File: src/rtl/alert_controller_with_command_matcher_assert.svh
// Assertion macros for the alert controller with command matcher.
// Expects i_clk and i_rst_n in the scope of use.
`ifndef ALERT_CONTROLLER_WITH_COMMAND_MATCHER_ASSERT_SVH
`define ALERT_CONTROLLER_WITH_COMMAND_MATCHER_ASSERT_SVH

// same-cycle implication, off during reset
`define ACM_ASSERT_IMP(lbl, ante, cons, msg) \
    lbl: assert property (@(posedge i_clk) disable iff (!i_rst_n) (ante) |-> (cons)) \
        else $error(msg);

// next-cycle implication, off during reset
`define ACM_ASSERT_NXT(lbl, ante, cons, msg) \
    lbl: assert property (@(posedge i_clk) disable iff (!i_rst_n) (ante) |=> (cons)) \
        else $error(msg);

`endif

File: src/rtl/acm_pkg.sv
// Shared types, constants and command tables of the alert controller.
// No dependencies.
`default_nettype none

package acm_pkg;

    localparam int ACM_LINE_CAPACITY = 128;
    localparam int ACM_QUEUE_DEPTH   = 2;
    localparam int ACM_CFG_IDX_W     = 3;
    localparam int ACM_CFG_DATA_W    = 16;

    localparam logic [ACM_CFG_IDX_W-1:0] CFG_ALERT_TIME    = 3'd0;
    localparam logic [ACM_CFG_IDX_W-1:0] CFG_COOLDOWN_TIME = 3'd1;
    localparam logic [ACM_CFG_IDX_W-1:0] CFG_HB_PERIOD     = 3'd2;
    localparam logic [ACM_CFG_IDX_W-1:0] CFG_DEBOUNCE      = 3'd3;
    localparam logic [ACM_CFG_IDX_W-1:0] CFG_ALERT_TOGGLE  = 3'd4;
    localparam logic [ACM_CFG_IDX_W-1:0] CFG_COOLDOWN_BLINK = 3'd5;

    localparam logic [15:0] RST_ALERT_TIME     = 16'd10000;
    localparam logic [15:0] RST_COOLDOWN_TIME  = 16'd5000;
    localparam logic [15:0] RST_HB_PERIOD      = 16'd3000;
    localparam logic [7:0]  RST_DEBOUNCE       = 8'd50;
    localparam logic [11:0] RST_ALERT_TOGGLE   = 12'd300;
    localparam logic [11:0] RST_COOLDOWN_BLINK = 12'd250;

    localparam int CAND_MATCH     = 0;
    localparam int CAND_HEARTBEAT = 1;
    localparam int CAND_PING      = 2;
    localparam int CAND_CLEAR     = 3;
    localparam int NUM_CAND       = 4;

    localparam logic [3:0] LEN_MATCH     = 4'd6;
    localparam logic [3:0] LEN_HEARTBEAT = 4'd9;
    localparam logic [3:0] LEN_PING      = 4'd4;
    localparam logic [3:0] LEN_CLEAR     = 4'd5;

    localparam logic [7:0] CHAR_LF = 8'h0A;
    localparam logic [7:0] CHAR_CR = 8'h0D;

    typedef enum logic [1:0] {
        MODE_IDLE     = 2'd0,
        MODE_ALERT    = 2'd1,
        MODE_COOLDOWN = 2'd2
    } t_mode;

    typedef enum logic [1:0] {
        REPLY_NONE    = 2'd0,
        REPLY_ACK     = 2'd1,
        REPLY_PONG    = 2'd2,
        REPLY_UNKNOWN = 2'd3
    } t_reply;

    typedef enum logic [2:0] {
        CMD_NONE,
        CMD_MATCH,
        CMD_HEARTBEAT,
        CMD_PING,
        CMD_CLEAR,
        CMD_UNKNOWN
    } t_cmd;

    typedef struct packed {
        logic is_tick;
        logic button;
        t_cmd cmd;
    } t_event;

    typedef struct packed {
        t_mode  system_mode;
        logic   green_led;
        logic   blue_led;
        logic   red_led;
        logic   buzzer_on;
        t_reply host_reply;
        logic   radio_match;
        logic   radio_panic;
        logic   radio_heartbeat;
    } t_result;

    function automatic logic [7:0] cmd_char(input int cand, input logic [3:0] pos);
        logic [7:0] c;
        c = 8'h00;
        case (cand)
            CAND_MATCH: begin
                case (pos)
                    4'd0: c = "M";
                    4'd1: c = "A";
                    4'd2: c = "T";
                    4'd3: c = "C";
                    4'd4: c = "H";
                    4'd5: c = ":";
                    default: c = 8'h00;
                endcase
            end
            CAND_HEARTBEAT: begin
                case (pos)
                    4'd0: c = "H";
                    4'd1: c = "E";
                    4'd2: c = "A";
                    4'd3: c = "R";
                    4'd4: c = "T";
                    4'd5: c = "B";
                    4'd6: c = "E";
                    4'd7: c = "A";
                    4'd8: c = "T";
                    default: c = 8'h00;
                endcase
            end
            CAND_PING: begin
                case (pos)
                    4'd0: c = "P";
                    4'd1: c = "I";
                    4'd2: c = "N";
                    4'd3: c = "G";
                    default: c = 8'h00;
                endcase
            end
            default: begin
                case (pos)
                    4'd0: c = "C";
                    4'd1: c = "L";
                    4'd2: c = "E";
                    4'd3: c = "A";
                    4'd4: c = "R";
                    default: c = 8'h00;
                endcase
            end
        endcase
        return c;
    endfunction

    function automatic logic [3:0] cmd_len(input int cand);
        logic [3:0] l;
        case (cand)
            CAND_MATCH:     l = LEN_MATCH;
            CAND_HEARTBEAT: l = LEN_HEARTBEAT;
            CAND_PING:      l = LEN_PING;
            default:        l = LEN_CLEAR;
        endcase
        return l;
    endfunction

endpackage

`default_nettype wire

File: src/rtl/acm_front.sv
// Front end: accepts items, runs the host line matcher, and classifies
// each item into one event. Depends on acm_pkg.
`default_nettype none

module acm_front import acm_pkg::*; #(
    parameter int LINE_CAPACITY = ACM_LINE_CAPACITY
) (
    input  wire logic       i_clk,
    input  wire logic       i_rst_n,
    input  wire logic       i_take,
    input  wire logic       i_mode,
    input  wire logic [7:0] i_host_byte,
    input  wire logic       i_button_low,
    output t_event          o_event
);

    localparam int LW = $clog2(LINE_CAPACITY);

    logic [LW-1:0]       r_len, n_len;
    logic [NUM_CAND-1:0] r_cand, n_cand;
    logic                is_eol;

    assign is_eol = (i_host_byte == CHAR_LF) || (i_host_byte == CHAR_CR);

    always_comb begin
        n_len           = r_len;
        n_cand          = r_cand;
        o_event.is_tick = i_mode;
        o_event.button  = i_button_low;
        o_event.cmd     = CMD_NONE;
        if (!i_mode) begin
            if (is_eol) begin
                if (r_len != '0) begin
                    if (r_cand[CAND_MATCH] && r_len >= LW'(LEN_MATCH)) begin
                        o_event.cmd = CMD_MATCH;
                    end else if (r_cand[CAND_HEARTBEAT] && r_len == LW'(LEN_HEARTBEAT)) begin
                        o_event.cmd = CMD_HEARTBEAT;
                    end else if (r_cand[CAND_PING] && r_len == LW'(LEN_PING)) begin
                        o_event.cmd = CMD_PING;
                    end else if (r_cand[CAND_CLEAR] && r_len == LW'(LEN_CLEAR)) begin
                        o_event.cmd = CMD_CLEAR;
                    end else begin
                        o_event.cmd = CMD_UNKNOWN;
                    end
                    n_len  = '0;
                    n_cand = '1;
                end
            end else if (r_len < LW'(LINE_CAPACITY - 1)) begin
                for (int k = 0; k < NUM_CAND; k++) begin
                    if (r_len < LW'(cmd_len(k))) begin
                        if (cmd_char(k, r_len[3:0]) != i_host_byte) begin
                            n_cand[k] = 1'b0;
                        end
                    end else if (k != CAND_MATCH) begin
                        n_cand[k] = 1'b0;
                    end
                end
                n_len = r_len + LW'(1);
            end else begin
                n_len  = '0;
                n_cand = '1;
            end
        end
    end

    always_ff @(posedge i_clk) begin
        if (!i_rst_n) begin
            r_len  <= '0;
            r_cand <= '1;
        end else if (i_take) begin
            r_len  <= n_len;
            r_cand <= n_cand;
        end
    end

endmodule

`default_nettype wire

File: src/rtl/acm_queue.sv
// Short event queue between the front end and the controller.
// Depends on acm_pkg and the assertion macro header.
`default_nettype none
`include "alert_controller_with_command_matcher_assert.svh"

module acm_queue import acm_pkg::*; (
    input  wire logic   i_clk,
    input  wire logic   i_rst_n,
    input  wire logic   i_push,
    input  wire t_event i_data,
    output logic        o_not_full,
    input  wire logic   i_pop,
    output logic        o_not_empty,
    output t_event      o_data
);

    localparam int DEPTH = ACM_QUEUE_DEPTH;
    localparam int PW    = $clog2(DEPTH);
    localparam int CW    = $clog2(DEPTH + 1);

    t_event         r_mem [DEPTH];
    logic [PW-1:0]  r_wptr, r_rptr;
    logic [CW-1:0]  r_count;

    assign o_not_full  = (r_count != CW'(DEPTH));
    assign o_not_empty = (r_count != '0);
    assign o_data      = r_mem[r_rptr];

    always_ff @(posedge i_clk) begin
        if (i_push) begin
            r_mem[r_wptr] <= i_data;
        end
    end

    always_ff @(posedge i_clk) begin
        if (!i_rst_n) begin
            r_wptr  <= '0;
            r_rptr  <= '0;
            r_count <= '0;
        end else begin
            if (i_push) begin
                r_wptr <= (r_wptr == PW'(DEPTH - 1)) ? '0 : r_wptr + PW'(1);
            end
            if (i_pop) begin
                r_rptr <= (r_rptr == PW'(DEPTH - 1)) ? '0 : r_rptr + PW'(1);
            end
            case ({i_push, i_pop})
                2'b10:   r_count <= r_count + CW'(1);
                2'b01:   r_count <= r_count - CW'(1);
                default: r_count <= r_count;
            endcase
        end
    end

    `ACM_ASSERT_IMP(a_no_push_full, i_push, r_count != CW'(DEPTH), "push into full queue")
    `ACM_ASSERT_IMP(a_no_pop_empty, i_pop, r_count != '0, "pop from empty queue")
    `ACM_ASSERT_NXT(a_push_grows, i_push && !i_pop, r_count == $past(r_count) + CW'(1), "count lost")

endmodule

`default_nettype wire

File: src/rtl/acm_back.sv
// Controller back end: mode machine, timers, debounce, blink phases and
// the registered result stage. Depends on acm_pkg and the assertion macros.
`default_nettype none
`include "alert_controller_with_command_matcher_assert.svh"

module acm_back import acm_pkg::*; (
    input  wire logic                      i_clk,
    input  wire logic                      i_rst_n,
    input  wire logic                      i_cfg_we,
    input  wire logic [ACM_CFG_IDX_W-1:0]  i_cfg_idx,
    input  wire logic [ACM_CFG_DATA_W-1:0] i_cfg_data,
    input  wire logic                      i_ev_valid,
    input  wire t_event                    i_ev,
    output logic                           o_ev_pop,
    output logic                           o_res_valid,
    input  wire logic                      i_res_ready,
    output t_result                        o_res
);

    logic [15:0] r_cfg_alert, r_cfg_cool, r_cfg_hb;
    logic [7:0]  r_cfg_deb;
    logic [11:0] r_cfg_toggle, r_cfg_blink;

    t_mode       r_mode, n_mode;
    logic [15:0] r_time, n_time, r_hb, n_hb;
    logic        r_btn_prev, n_btn_prev, r_db_act, n_db_act;
    logic [7:0]  r_db_cnt, n_db_cnt;
    logic [11:0] r_apc, n_apc, r_bpc, n_bpc;
    logic        r_aph, n_aph, r_bph, n_bph;

    t_reply      n_reply;
    logic        n_match, n_panic, n_hbf;
    t_result     n_res, r_res;
    logic        r_res_valid;

    assign o_ev_pop    = i_ev_valid && (!r_res_valid || i_res_ready);
    assign o_res_valid = r_res_valid;
    assign o_res       = r_res;

    always_ff @(posedge i_clk) begin
        if (!i_rst_n) begin
            r_cfg_alert  <= RST_ALERT_TIME;
            r_cfg_cool   <= RST_COOLDOWN_TIME;
            r_cfg_hb     <= RST_HB_PERIOD;
            r_cfg_deb    <= RST_DEBOUNCE;
            r_cfg_toggle <= RST_ALERT_TOGGLE;
            r_cfg_blink  <= RST_COOLDOWN_BLINK;
        end else if (i_cfg_we) begin
            case (i_cfg_idx)
                CFG_ALERT_TIME:     r_cfg_alert  <= i_cfg_data;
                CFG_COOLDOWN_TIME:  r_cfg_cool   <= i_cfg_data;
                CFG_HB_PERIOD:      r_cfg_hb     <= i_cfg_data;
                CFG_DEBOUNCE:       r_cfg_deb    <= i_cfg_data[7:0];
                CFG_ALERT_TOGGLE:   r_cfg_toggle <= i_cfg_data[11:0];
                CFG_COOLDOWN_BLINK: r_cfg_blink  <= i_cfg_data[11:0];
                default: ;
            endcase
        end
    end

    // next state
    always_comb begin
        n_mode     = r_mode;
        n_time     = r_time;
        n_hb       = r_hb;
        n_btn_prev = r_btn_prev;
        n_db_act   = r_db_act;
        n_db_cnt   = r_db_cnt;
        n_apc      = r_apc;
        n_aph      = r_aph;
        n_bpc      = r_bpc;
        n_bph      = r_bph;
        n_reply    = REPLY_NONE;
        n_match    = 1'b0;
        n_panic    = 1'b0;
        n_hbf      = 1'b0;
        if (i_ev.is_tick) begin
            n_time = (r_time == 16'hFFFF) ? r_time : r_time + 16'd1;
            n_hb   = (r_hb == 16'hFFFF) ? r_hb : r_hb + 16'd1;
            n_apc  = r_apc + 12'd1;
            if (n_apc >= r_cfg_toggle) begin
                n_apc = '0;
                n_aph = ~r_aph;
            end
            n_bpc = r_bpc + 12'd1;
            if (n_bpc >= r_cfg_blink) begin
                n_bpc = '0;
                n_bph = ~r_bph;
            end
            if (r_db_act) begin
                n_db_cnt = r_db_cnt + 8'd1;
                if (n_db_cnt >= r_cfg_deb) begin
                    n_db_act = 1'b0;
                    if (i_ev.button) begin
                        n_panic = 1'b1;
                        n_mode  = MODE_ALERT;
                        n_time  = '0;
                    end
                end
            end else if (i_ev.button && !r_btn_prev) begin
                n_db_act = 1'b1;
                n_db_cnt = '0;
            end
            n_btn_prev = i_ev.button;
            if (n_mode == MODE_ALERT && n_time > r_cfg_alert) begin
                n_mode = MODE_COOLDOWN;
                n_time = '0;
            end else if (n_mode == MODE_COOLDOWN && n_time > r_cfg_cool) begin
                n_mode = MODE_IDLE;
                n_time = '0;
            end
            if (n_hb > r_cfg_hb) begin
                n_hb  = '0;
                n_hbf = 1'b1;
            end
        end else begin
            unique case (i_ev.cmd)
                CMD_MATCH: begin
                    n_reply = REPLY_ACK;
                    n_match = 1'b1;
                    n_mode  = MODE_ALERT;
                    n_time  = '0;
                end
                CMD_HEARTBEAT: n_reply = REPLY_ACK;
                CMD_PING:      n_reply = REPLY_PONG;
                CMD_CLEAR: begin
                    n_reply = REPLY_ACK;
                    if (r_mode == MODE_ALERT) begin
                        n_mode = MODE_COOLDOWN;
                        n_time = '0;
                    end
                end
                CMD_UNKNOWN:   n_reply = REPLY_UNKNOWN;
                default:       n_reply = REPLY_NONE;
            endcase
        end
    end

    // outputs
    always_comb begin
        n_res.system_mode     = n_mode;
        n_res.green_led       = 1'b0;
        n_res.blue_led        = 1'b0;
        n_res.red_led         = 1'b0;
        n_res.buzzer_on       = 1'b0;
        n_res.host_reply      = n_reply;
        n_res.radio_match     = n_match;
        n_res.radio_panic     = n_panic;
        n_res.radio_heartbeat = n_hbf;
        unique case (n_mode)
            MODE_IDLE:     n_res.green_led = 1'b1;
            MODE_COOLDOWN: n_res.green_led = n_bph;
            MODE_ALERT: begin
                n_res.blue_led  = n_aph;
                n_res.red_led   = ~n_aph;
                n_res.buzzer_on = n_aph;
            end
            default: n_res.green_led = 1'b0;
        endcase
    end

    always_ff @(posedge i_clk) begin
        if (!i_rst_n) begin
            r_mode      <= MODE_IDLE;
            r_time      <= '0;
            r_hb        <= '0;
            r_btn_prev  <= 1'b0;
            r_db_act    <= 1'b0;
            r_db_cnt    <= '0;
            r_apc       <= '0;
            r_aph       <= 1'b0;
            r_bpc       <= '0;
            r_bph       <= 1'b0;
            r_res_valid <= 1'b0;
        end else begin
            if (o_ev_pop) begin
                r_mode     <= n_mode;
                r_time     <= n_time;
                r_hb       <= n_hb;
                r_btn_prev <= n_btn_prev;
                r_db_act   <= n_db_act;
                r_db_cnt   <= n_db_cnt;
                r_apc      <= n_apc;
                r_aph      <= n_aph;
                r_bpc      <= n_bpc;
                r_bph      <= n_bph;
                r_res_valid <= 1'b1;
            end else if (i_res_ready) begin
                r_res_valid <= 1'b0;
            end
        end
    end

    always_ff @(posedge i_clk) begin
        if (o_ev_pop) begin
            r_res <= n_res;
        end
    end

    `ACM_ASSERT_IMP(a_match_alert, r_res_valid && r_res.radio_match, r_res.system_mode == MODE_ALERT, "match without alert")
    `ACM_ASSERT_IMP(a_panic_alert, r_res_valid && r_res.radio_panic, r_res.system_mode == MODE_ALERT, "panic without alert")
    `ACM_ASSERT_NXT(a_match_timer, o_ev_pop && !i_ev.is_tick && i_ev.cmd == CMD_MATCH, r_time == '0, "alert timer not restarted")

endmodule

`default_nettype wire

File: src/rtl/alert_controller_with_command_matcher.sv
// Alert controller with host command matcher, top level.
// Depends on acm_pkg, acm_front, acm_queue and acm_back.
//
// Takes one item per cycle while the queue has room, either a host byte or a
// millisecond tick, and gives one result per item: the front end classifies
// the item and writes a two-entry event queue, and the controller pops one
// event a cycle into its output register while that is empty or being taken.
// Input and output stall independently; one item per clock is sustained while
// results are taken. Configuration writes take effect at the next edge.
`default_nettype none

module alert_controller_with_command_matcher import acm_pkg::*; #(
    parameter int LINE_CAPACITY = ACM_LINE_CAPACITY
) (
    input  wire logic                      i_clk,
    input  wire logic                      i_rst_n,
    input  wire logic                      i_cfg_we,
    input  wire logic [ACM_CFG_IDX_W-1:0]  i_cfg_idx,
    input  wire logic [ACM_CFG_DATA_W-1:0] i_cfg_data,
    input  wire logic                      i_valid,
    output logic                           o_ready,
    input  wire logic                      i_mode,
    input  wire logic [7:0]                i_host_byte,
    input  wire logic                      i_button_low,
    output logic                           o_valid,
    input  wire logic                      i_ready,
    output logic [1:0]                     o_system_mode,
    output logic                           o_green_led,
    output logic                           o_blue_led,
    output logic                           o_red_led,
    output logic                           o_buzzer_on,
    output logic [1:0]                     o_host_reply,
    output logic                           o_radio_match,
    output logic                           o_radio_panic,
    output logic                           o_radio_heartbeat
);

    logic    take, q_not_full, q_not_empty, q_pop;
    t_event  fr_event, q_event;
    t_result res;

    assign o_ready = q_not_full;
    assign take    = i_valid && q_not_full;

    acm_front #(
        .LINE_CAPACITY (LINE_CAPACITY)
    ) u_front (
        .i_clk        (i_clk),
        .i_rst_n      (i_rst_n),
        .i_take       (take),
        .i_mode       (i_mode),
        .i_host_byte  (i_host_byte),
        .i_button_low (i_button_low),
        .o_event      (fr_event)
    );

    acm_queue u_queue (
        .i_clk       (i_clk),
        .i_rst_n     (i_rst_n),
        .i_push      (take),
        .i_data      (fr_event),
        .o_not_full  (q_not_full),
        .i_pop       (q_pop),
        .o_not_empty (q_not_empty),
        .o_data      (q_event)
    );

    acm_back u_back (
        .i_clk       (i_clk),
        .i_rst_n     (i_rst_n),
        .i_cfg_we    (i_cfg_we),
        .i_cfg_idx   (i_cfg_idx),
        .i_cfg_data  (i_cfg_data),
        .i_ev_valid  (q_not_empty),
        .i_ev        (q_event),
        .o_ev_pop    (q_pop),
        .o_res_valid (o_valid),
        .i_res_ready (i_ready),
        .o_res       (res)
    );

    assign o_system_mode     = res.system_mode;
    assign o_green_led       = res.green_led;
    assign o_blue_led        = res.blue_led;
    assign o_red_led         = res.red_led;
    assign o_buzzer_on       = res.buzzer_on;
    assign o_host_reply      = res.host_reply;
    assign o_radio_match     = res.radio_match;
    assign o_radio_panic     = res.radio_panic;
    assign o_radio_heartbeat = res.radio_heartbeat;

endmodule

`default_nettype wire
File: config.mk
export PLATFORM = sky130hd
export DESIGN_NAME = alert_controller_with_command_matcher
export DESIGN_NICKNAME = d
export VERILOG_FILES = /design/src/rtl/acm_pkg.sv /design/src/rtl/acm_front.sv /design/src/rtl/acm_queue.sv /design/src/rtl/acm_back.sv /design/src/rtl/alert_controller_with_command_matcher.sv
export VERILOG_INCLUDE_DIRS = /design/src /design/src/rtl
export SDC_FILE = /design/constraint.sdc
export NUM_CORES = 1
export LEC_CHECK = 0
export BUFFER_PORTS_ARGS = -buffer_cell sky130_fd_sc_hd__buf_2
export CORE_MARGIN = 2
export CORE_UTILIZATION = 50
export DETAILED_ROUTE_END_ITERATION = 8
export GPL_TIMING_DRIVEN = 1
export PLACE_DENSITY = 0.73
export RECOVER_POWER = 50
export SLEW_MARGIN = 20
export SYNTH_ARGS = -nofsm -noshare
export SYNTH_HDL_FRONTEND = slang
export SYNTH_HIERARCHICAL = 1
export SYNTH_SLANG_ARGS = --single-unit
export TNS_END_PERCENT = 5
File: constraint.sdc
create_clock -name i_clk -period 5.05 [get_ports i_clk]
set_clock_uncertainty 0.15 [all_clocks]
set_input_delay 0.7575 -clock i_clk [delete_from_list [all_inputs] [get_ports i_clk]]
set_output_delay 0.7575 -clock i_clk [all_outputs]
set_load 0.01 [all_outputs]
==> flow_summary.json, run 1 <==
{
  "avgSynthCellArea_um2": 8.119,
  "p_leak_nw": 5.042,
  "switchingPower_mw": 1.269,
  "setup_viol": 0,
  "wl_per_cell_um": 15.62,
  "antenna_found_initial": 0,
  "seqPwrFrac": 0.447,
  "fp.dieH_um": 154.5,
  "cts_max_level": 4,
  "combPwrFrac": 0.218,
  "endpoint_kind": "register",
  "die_w_um": 154.5,
  "slew_headroom": -0.5873,
  "most-common-layout-cells": "nand2_1 (241), dfxtp_1 (173), a21oi_1 (131)",
  "syn_inst": 1394,
  "ys_types": 82,
  "fillers": 2133,
  "violations": "max-capacitance violations, max-slew violations",
  "intPower_mw": 2.692,
  "grt_pass1_vias": 9355,
  "fin_util": 0.5495,
  "crit_required_ns": 5.08,
  "routabilityCongestion": 0.8553,
  "final_net_count": 1540,
  "postRouteAntennaNets": 0,
  "cap_violations": 3,
  "first_pass_iters": 5,
  "drt-vias-per-instance": 5.654,
  "synth-edff-count": 20,
  "worstMarginPinSlew_ns": 2.381,
  "pre_cts_slack_ns": 0.1200,
  "post-route-period-util": 0.9055,
  "crit_top_cell": "a21oi_1",
  "worst_ir_drop_vdd_mv": 0.1594,
  "clk_pin_slew_worst_paths_ns": 0.07,
  "cp_slowest_stage_delay_ns": 0.47,
  "switching_share": 0.3203,
  "cts_root_buf": "clkbuf_16",
  "regArea_um2": 4064,
  "fin_area_um2": 12330,
  "p_per_area_nw_per_um2": 321.3,
  "track_usage": 0.2305,
  "ys_ff_latch": 193,
  "antenna_cells": 0,
  "multi_input_area_um2": 6610,
  "power_mw": 3.961,
  "area_delta_synth_final_pct": 8.921,
  "placed_area_um2": 11770,
  "setup_ws_ns": 0.4773,
  "synthFlopType": "dfxtp_1",
  "status": "finished with violations",
  "min_period_ns": 4.573,
  "async_flop_share": 0,
  "num_vias": 9679,
  "io_buffer_count": 46,
  "hold_viol_final": 0,
  "hold_path_class": "reg -> reg",
  "routed_wl_um": 26750,
  "maxSlewViolCount": 153,
  "grt_first_pass_wirelength_um": 45620,
  "startpoint_type": "register",
  "arrival_ns": 4.61,
  "rsz0062_at_grt": "false",
  "drt-initial-drc-count": 525,
  "max_freq_ghz": 0.2187,
  "initial_utilization": 0.5045,
  "final_common_cell": "nand2_1",
  "drive_above_1_share": 0.08129,
  "synth_area_um2": 11320,
  "path_max_fanout": 12,
  "cts_buffers": 17,
  "clockBufferDepth": 2,
  "clock-sinks": 193,
  "timing.setup.tns_ns": 0,
  "io_pins": 47,
  "clk_latency_ns": 0.44,
  "placementRows": 55,
  "ys_seq_area_frac": 0.3591,
  "yosysWarningCount": 6,
  "grt_max_degree": 55,
  "die_area_um2": 23860,
  "clock_power_share": 0.336,
  "cts_tree": "built",
  "postCtsSetupRepairBufs": 0,
  "overflow": 0,
  "worstPathCellList": "and3_1 > and3_1 > xor2_1 > ha_1 > a2111oi_2 > o21a_1 > nor2_4 > buf_4 > nor2_1 > ha_1 > a21oi_1 > a21oi_1 > a2111oi_1 > a211oi_2 > o31a_1 > a21oi_2 > a21oi_1",
  "critPathKind": "reg -> reg",
  "dp_hpwl_um": 19200,
  "core_um2": 22430,
  "synth_nets": 1519,
  "crit_slowest_cell": "a2111oi_1",
  "drc": 0
}
[stage by stage]
stage	hold slack, ns	std cells
3_3_place_gp	0.2899	1681
2_1_floorplan	0.2681	1394
3_5_place_dp	0.2975	1681
4_1_cts	0.3071	1712
6_report	0.3060	1712
5_1_grt	0.3309	1712
[sequential cells by signal, indices dropped and copies added (netlist names), 2 cells and up, named ones only]
register	cells
u_back/r_cfg_cool	16
u_back/r_cfg_blink	12
u_front/r_cand	4
u_back/r_apc	12
u_front/r_len	7
u_queue/r_mem	10
u_back/r_cfg_toggle	12
u_back/r_time	16
u_back/r_bpc	12
u_back/r_cfg_hb	16
u_back/o_res	10
u_queue/r_count	2
u_back/r_hb	16
u_back/r_db_cnt	8
u_back/r_mode	2
u_back/r_cfg_deb	8
u_back/r_cfg_alert	16
[kinds of logic after synthesis]
group	after synthesis	synth area share
compound gates	326	0.1831
xor+xnor	76	0.06069
fa+ha+maj	91	0.1006
buf+inv	163	0.05892
flops	193	0.3591
mux	15	0.01459
simple gates	530	0.2231
[worst paths after layout]
path	from	to	slack, ns	depth (start not counted)
worst max register to register	u_back/r_db_cnt[0]$_SDFFE_PN0P_	u_back/o_res[8]$_DFFE_PP_	0.48	17
worst min register to register	u_back/r_cfg_cool[15]$_SDFFE_PN0P_	u_back/r_cfg_cool[15]$_SDFFE_PN0P_	0.31	2
worst max-delay path	u_back/r_db_cnt[0]$_SDFFE_PN0P_	u_back/o_res[8]$_DFFE_PP_	0.48	17
worst min-delay path	u_back/r_cfg_cool[15]$_SDFFE_PN0P_	u_back/r_cfg_cool[15]$_SDFFE_PN0P_	0.31	2
[cell usage after synthesis (all sizes together), types with 7 or more instances]
cell type	number	area, um^2
xor2	36	315.3
and3	35	219.0
and2	15	96.34
a22o	12	105.1
ha	91	1139
o21a	7	52.55
mux2	9	105.1
nand2b	10	62.56
o31ai	9	81.33
o21ai	64	331.6
clkbuf	51	191.4
nand2	241	904.6
a21oi	133	673.2
inv	98	370.4
edfxtp	20	600.6
o211ai	38	290.3
nor2	83	319.1
nor3	15	86.34
nand3b	21	157.7
a211oi	7	62.56
xnor2	39	349.1
buf	14	105.1
or3	7	43.79
dfxtp	173	3463
and4	8	72.57
nor2b	11	68.82
nand3	48	240.2
a21o	10	75.07
nand4	17	106.4
[routing by layer]
metal	share of wire	GRT usage	wire length, um	vias to the layer above
li1	-	-	-	4907
met1	0.47	0.3030	12540	4600
met2	0.49	0.4026	13110	148
met3	0.029	0.02774	789	24
met4	0.011	0.05952	306	0
met5	0	0	0	-
[power by group through the flow]
stage | Combinational (mW) | Sequential [mW] | Clock (mW)
2_1_floorplan | 0.607 | 1.80 | 0
3_3_place_gp | 0.853 | 1.80 | 0
3_5_place_dp | 0.872 | 1.80 | 0
4_1_cts | 0.880 | 1.77 | 1.35
5_1_grt | 0.964 | 1.78 | 1.41
6_report | 0.862 | 1.77 | 1.33
[repair_timing]
action,in CTS,in global routing
endpoints found under the setup margin,0,23
resized for setup,0,5
hold buffers,0,0
endpoints found under the hold margin,0,0
[final cells by class]
type | instances | share of cell area
clock inverters | 12 | 0.01035
well taps | 285 | 0.02893
clock buffers | 19 | 0.03593
repair buffers | 67 | 0.02893
multi-input cells | 1038 | 0.5362
flip-flops and latches | 193 | 0.3296
inverters | 98 | 0.03004
[critical path, delay by kind of cell (launching register included)]
family | cells | cell delay, ns
XOR/XNOR | 1 | 0.17
buffers and inverters | 1 | 0.16
AO/OA/AOI/OAI | 9 | 2.11
AND/OR/NAND/NOR | 4 | 0.76
adder cells (fa/ha/maj) | 2 | 0.58
flip-flops | 1 | 0.39
No activity file was read; power rests on OpenSTA's default activity.
==> run 2: changes to the inputs <==
==> constraint.sdc (replaced) <==
create_clock -name i_clk -period 5.05 [get_ports i_clk]
set_clock_uncertainty 0.15 [all_clocks]
set_input_delay 1.515 -clock i_clk [delete_from_list [all_inputs] [get_ports i_clk]]
set_output_delay 1.515 -clock i_clk [all_outputs]
set_load 0.01 [all_outputs]
==> run 2 against run 1 <==
The flow still finishes with violations (max-capacitance violations, max-slew violations). Maximum frequency decreased by 3.0%. Largest power group unchanged. Clock power about the same. Critical path depth did not move.
==> flow_summary.json, run 2 (synthesized netlist as in run 1, its figures left out) <==
{
  "clk_latency_ns": 0.44,
  "hold_viol_final": 0,
  "cts_buffers": 17,
  "drt-vias-per-instance": 5.676,
  "min_period_ns": 4.713,
  "critPathKind": "reg -> reg",
  "routabilityCongestion": 0.8514,
  "switching_share": 0.3301,
  "worstPathCellList": "and3_1 > and3_1 > xor2_1 > ha_1 > a2111oi_1 > o21a_2 > nor2_4 > a21oi_1 > ha_1 > nor2b_1 > o211ai_1 > a21oi_1 > a2111oi_2 > a211oi_2 > o31a_1 > a21oi_2 > a21oi_1",
  "placementRows": 55,
  "postRouteAntennaNets": 0,
  "drc": 0,
  "intPower_mw": 2.647,
  "crit_family": "compound AO/OA/AOI/OAI gates",
  "placed_area_um2": 11770,
  "initial_utilization": 0.5045,
  "status": "finished with violations",
  "most-common-layout-cells": "nand2_1 (241), dfxtp_1 (173), a21oi_1 (132)",
  "clock-sinks": 193,
  "clockBufferDepth": 2,
  "arrival_ns": 4.74,
  "crit_required_ns": 5.08,
  "max_freq_ghz": 0.2122,
  "r2r_slack_ns": 0.34,
  "cts_tree": "built",
  "endpoint_kind": "register",
  "holdPathStages": 2,
  "first_pass_iters": 5,
  "die_w_um": 154.5,
  "cp_slowest_stage_delay_ns": 0.45,
  "overflow": 0,
  "fin_area_um2": 12320,
  "regToRegStartpoint": "u_back/r_db_cnt[2]$_SDFFE_PN0P_",
  "cts_root_buf": "clkbuf_16",
  "post-route-period-util": 0.9333,
  "maxSlewViolCount": 134,
  "num_vias": 9717,
  "path_buf_inv": 0,
  "grt_max_degree": 54,
  "drive_above_1_share": 0.08269,
  "hold_path_class": "reg -> reg",
  "area_delta_synth_final_pct": 8.877,
  "cts_max_level": 4,
  "crit_slowest_cell": "a2111oi_1",
  "postCtsSetupRepairBufs": 0,
  "antenna_found_initial": 0,
  "rsz0062_at_grt": "false",
  "crit_top_cell": "a21oi_1",
  "worstMarginPinSlew_ns": 2.438,
  "rr_worst_depth": 17,
  "cap_violations": 3,
  "dp_hpwl_um": 19140,
  "wl_per_cell_um": 15.53,
  "core_um2": 22430,
  "holdPathEnd": "u_back/r_cfg_deb[3]$_SDFFE_PN0P_",
  "final_common_cell": "nand2_1",
  "track_usage": 0.2249,
  "clk_pin_slew_worst_paths_ns": 0.07,
  "p_leak_nw": 5.052,
  "path_max_fanout": 13,
  "setup_viol": 0,
  "routed_wl_um": 26580,
  "die_area_um2": 23860,
  "p_per_area_nw_per_um2": 320.7,
  "reg2reg_to": "u_back/o_res[8]$_DFFE_PP_",
  "seqPwrFrac": 0.448,
  "startpoint_type": "register",
  "combPwrFrac": 0.218,
  "worst_ir_drop_vdd_mv": 0.2125,
  "violations": "max-capacitance violations, max-slew violations",
  "final_net_count": 1539,
  "hold_path.startpoint": "u_back/r_cfg_deb[3]$_SDFFE_PN0P_",
  "antenna_cells": 0,
  "io_buffer_count": 46,
  "power_mw": 3.952,
  "grt_first_pass_wirelength_um": 44240,
  "slew_headroom": -0.6250,
  "clock_power_share": 0.334,
  "io_pins": 47,
  "drt-initial-drc-count": 521,
  "fp.dieH_um": 154.5,
  "grt_pass1_vias": 9163,
  "switchingPower_mw": 1.304
}
[run 2: final cells by class]
type,count,area [um^2]
Clock inverter,15,147.6
Clock buffer,17,425.4
Tap cell,285,356.6
Multi-Input combinational cell,1038,6613
Timing Repair Buffer,66,346.6
Fill cell,2091,10110
Inverter,98,370.4
Sequential cell,193,4064
[run 2: timing repair]
| item | 4_1_cts | 5_1_grt |
|---|---|---|
| gates cloned | 0 | 0 |
| endpoints found under the setup margin | 8 | 23 |
| gates resized for setup | 1 | 6 |
| hold buffers | 0 | 0 |
[run 2: how the worst max path moves through the flow]
stage                               startpoint                            end  depth (start not counted)
6_report       u_back/r_db_cnt[2]$_SDFFE_PN0P_      u_back/o_res[8]$_DFFE_PP_                         17
5_1_grt        u_back/r_db_cnt[0]$_SDFFE_PN0P_  u_back/o_res[5]$_SDFFCE_PP0P_                         19
4_1_cts        u_back/r_db_cnt[2]$_SDFFE_PN0P_      u_back/o_res[8]$_DFFE_PP_                         17
3_5_place_dp   u_back/r_db_cnt[2]$_SDFFE_PN0P_      u_back/o_res[8]$_DFFE_PP_                         17
3_3_place_gp   u_back/r_db_cnt[0]$_SDFFE_PN0P_      u_back/o_res[8]$_DFFE_PP_                         17
2_1_floorplan  u_back/r_db_cnt[0]$_SDFFE_PN0P_      u_back/o_res[8]$_DFFE_PP_                         17
[run 2: worst reg2reg max path, stage by stage (launching register included)]
cell and delay (ns):
dfxtp_1 0.40, and3_1 0.25, and3_1 0.27, xor2_1 0.18
ha_1 0.26, a2111oi_1 0.45, o21a_2 0.32, nor2_4 0.11
a21oi_1 0.20, ha_1 0.28, nor2b_1 0.13, o211ai_1 0.16
a21oi_1 0.10, a2111oi_2 0.40, a211oi_2 0.17, o31a_1 0.30
a21oi_2 0.22, a21oi_1 0.10
[run 2: routing by layer]
metal | vias to the layer above | share of wire | GRT usage
li1 | 4904 | - | -
met2 | 162 | 0.48 | 0.3795
met5 | - | 0 | 0
met3 | 34 | 0.036 | 0.03670
met4 | 0 | 0.019 | 0.06966
met1 | 4617 | 0.47 | 0.2961
[run 2: stage by stage]
stage          setup slack (ns)  TNS [ns]  hold WS (ns)  instances    util
5_1_grt                 0.04401         0        0.3247       1712  0.5493
2_1_floorplan            0.5459         0        0.2681       1394       -
6_report                 0.3366         0        0.3072       1712  0.5493
3_5_place_dp           -0.05059   -0.1245        0.2950       1680  0.5245
4_1_cts                 0.01184         0        0.3065       1712  0.5501
3_3_place_gp            0.04795         0        0.2860       1680  0.5245
[run 2: power by group through the flow]
stage	registers [mW]	clock network (mW)	logic, mW
final	1.77	1.32	0.862
after global routing	1.78	1.41	0.954
after CTS	1.77	1.34	0.881
after detailed placement	1.80	0	0.875
after global placement	1.80	0	0.858
after floorplan	1.80	0	0.607
==> run 3: changes to the inputs <==
- CORE_UTILIZATION: 50 -> 63
- PLACE_DENSITY: 0.73 -> 0.87
==> run 3 against run 2 <==
The flow still finishes with violations (max-capacitance violations, max-slew violations). Critical path depth up 4. Maximum frequency down 2.2%. Cell count down 3.4%. Sequential share of layout area up 0.16 points. Sequential power about the same. Register-to-register slack worse by 0.11 ns. Non-clock buffer count down 3. Via count up 4.5%. Power up 2.3%. Critical path type unchanged. Largest cell class unchanged.
==> flow_summary.json, run 3 (synthesized netlist as in run 1, its figures left out) <==
{
  "setup_ws_ns": 0.2292,
  "maxSlewViolCount": 37,
  "antenna_cells": 0,
  "drive_above_1_share": 0.08006,
  "routed_wl_um": 27380,
  "drt-initial-drc-count": 905,
  "path_max_fanout": 16,
  "cts_buffers": 17,
  "core_um2": 17780,
  "die_area_um2": 19050,
  "endpoint_kind": "register",
  "reg2reg_to": "u_back/o_res[8]$_DFFE_PP_",
  "num_vias": 10153,
  "overflow": 0,
  "rr_worst_depth": 21,
  "cts_max_level": 4,
  "r2r_slack_ns": 0.23,
  "p_leak_nw": 5.048,
  "worst_ir_drop_vdd_mv": 0.2340,
  "drc": 0,
  "clk_pin_slew_worst_paths_ns": 0.07,
  "min_period_ns": 4.821,
  "rsz0062_at_grt": "false",
  "cap_violations": 1,
  "timing.setup.tns_ns": 0,
  "hold_viol_final": 0,
  "postRouteAntennaNets": 0,
  "violations": "max-capacitance violations, max-slew violations",
  "first_pass_iters": 6,
  "final_net_count": 1536,
  "clk_latency_ns": 0.44,
  "clock-sinks": 193,
  "pre_cts_slack_ns": 0.1301,
  "setup_viol": 0,
  "grt_max_degree": 66,
  "power_mw": 4.042,
  "grt_first_pass_wirelength_um": 45330,
  "track_usage": 0.2849,
  "critPathKind": "reg -> reg",
  "final_common_cell": "nand2_1",
  "worstMarginPinSlew_ns": 1.974,
  "clockBufferDepth": 2,
  "area_delta_synth_final_pct": 8.336,
  "ctsHoldBuffers": 0,
  "most-common-layout-cells": "nand2_1 (241), dfxtp_1 (173), a21oi_1 (130)",
  "startpoint_type": "register",
  "die_w_um": 138.0,
  "crit_start": "u_back/r_db_cnt[0]$_SDFFE_PN0P_",
  "grt_pass1_vias": 9741,
  "status": "finished with violations",
  "io_buffer_count": 46,
  "drt-vias-per-instance": 6.142,
  "hold_path_class": "reg -> reg",
  "cts_root_buf": "clkbuf_16",
  "dp_cells": 1621,
  "p_per_area_nw_per_um2": 329.6,
  "max_freq_ghz": 0.2074,
  "regToRegStartpoint": "u_back/r_db_cnt[0]$_SDFFE_PN0P_",
  "post-route-period-util": 0.9546,
  "cp-endpoint": "u_back/o_res[8]$_DFFE_PP_",
  "dp_hpwl_um": 18540,
  "wl_per_cell_um": 16.56,
  "slew_headroom": -0.3158,
  "arrival_ns": 4.86,
  "cts_tree": "built",
  "fp.dieH_um": 138.0,
  "initial_utilization": 0.6366,
  "antenna_found_initial": 0,
  "crit_required_ns": 5.09,
  "fin_util": 0.6897,
  "finalNonFillerCells": 1653,
  "io_pins": 47,
  "placementRows": 49,
  "routabilityCongestion": 0.8977
}
==> run 3: changes by cell type in the layout (fill, tap and decap cells not counted), moves of 3 or more <==
cell       delta
buf_4         -4
bufinv_16     +3
clkinv_4      -3
nor2_2        +3
==> run 3: area by class of cell <==
type | instances | area, um^2
Tap cell | 229 | 286.5
Fill cell | 1403 | 5518
Multi-Input combinational cell | 1038 | 6609
Clock inverter | 14 | 175.2
Clock buffer | 18 | 429.2
Inverter | 98 | 370.4
Sequential cell | 193 | 4064
Timing Repair Buffer | 63 | 327.8
==> run 3: worst min path at each step <==
stage | endpoint | startpoint | cells after the start | slack (ns)
2_1_floorplan | u_front/r_cand[1]$_SDFFE_PN1P_ | u_front/r_cand[1]$_SDFFE_PN1P_ | 1 | 0.27
3_3_place_gp | u_front/r_cand[1]$_SDFFE_PN1P_ | u_front/r_cand[1]$_SDFFE_PN1P_ | 1 | 0.28
3_5_place_dp | u_front/r_cand[1]$_SDFFE_PN1P_ | u_front/r_cand[1]$_SDFFE_PN1P_ | 1 | 0.28
4_1_cts | u_front/r_cand[1]$_SDFFE_PN1P_ | u_front/r_cand[1]$_SDFFE_PN1P_ | 1 | 0.30
5_1_grt | u_back/r_cfg_cool[15]$_SDFFE_PN0P_ | u_back/r_cfg_cool[15]$_SDFFE_PN0P_ | 2 | 0.33
6_report | u_front/r_cand[1]$_SDFFE_PN1P_ | u_front/r_cand[1]$_SDFFE_PN1P_ | 1 | 0.30
==> run 3: stage by stage <==
| step | area (um^2) | hold WS [ns] |
|---|---|---|
| 2_1_floorplan | 11320 | 0.2681 |
| 3_3_place_gp | 11670 | 0.2823 |
| 3_5_place_dp | 11670 | 0.2811 |
| 4_1_cts | 12280 | 0.2978 |
| 5_1_grt | 12260 | 0.3272 |
| 6_report | 12260 | 0.2962 |
==> run 3: routing by layer <==
layer | wire [um] | GRT usage
met1 | 11350 | 0.3508
met2 | 13390 | 0.4935
met3 | 1687 | 0.04676
met4 | 950 | 0.1257
met5 | 0 | 0
==> run 3: worst max-delay path: stages, from the launching register on <==
cell and delay (ns):
dfxtp_1 0.42, and3_1 0.29, and3_1 0.28, nand3_1 0.12
xnor2_1 0.16, ha_1 0.28, o21ai_0 0.08, nand2b_1 0.10
nand3_1 0.21, nor2_1 0.18, buf_6 0.22, nor2_1 0.09
buf_4 0.14, ha_1 0.28, nand4_1 0.22, nor3_1 0.33
nand2_1 0.11, o221ai_2 0.20, a211oi_2 0.10, o31a_1 0.30
a21oi_2 0.22, a21oi_1 0.09
==> run 3: where the power goes <==
group          internal [mW]  total, mW  leakage (nW)  switching, mW
clock network          0.789       1.41         0.297          0.620
registers               1.69       1.77          1.60         0.0829
logic                  0.297      0.863          3.16          0.566
total                   2.77       4.04          5.05           1.27
==> run 3: what timing repair did <==
action                                  4_1_cts  5_1_grt
endpoints found under the setup margin        0       23
setup buffers                                 0        0
resized for setup                             0       11
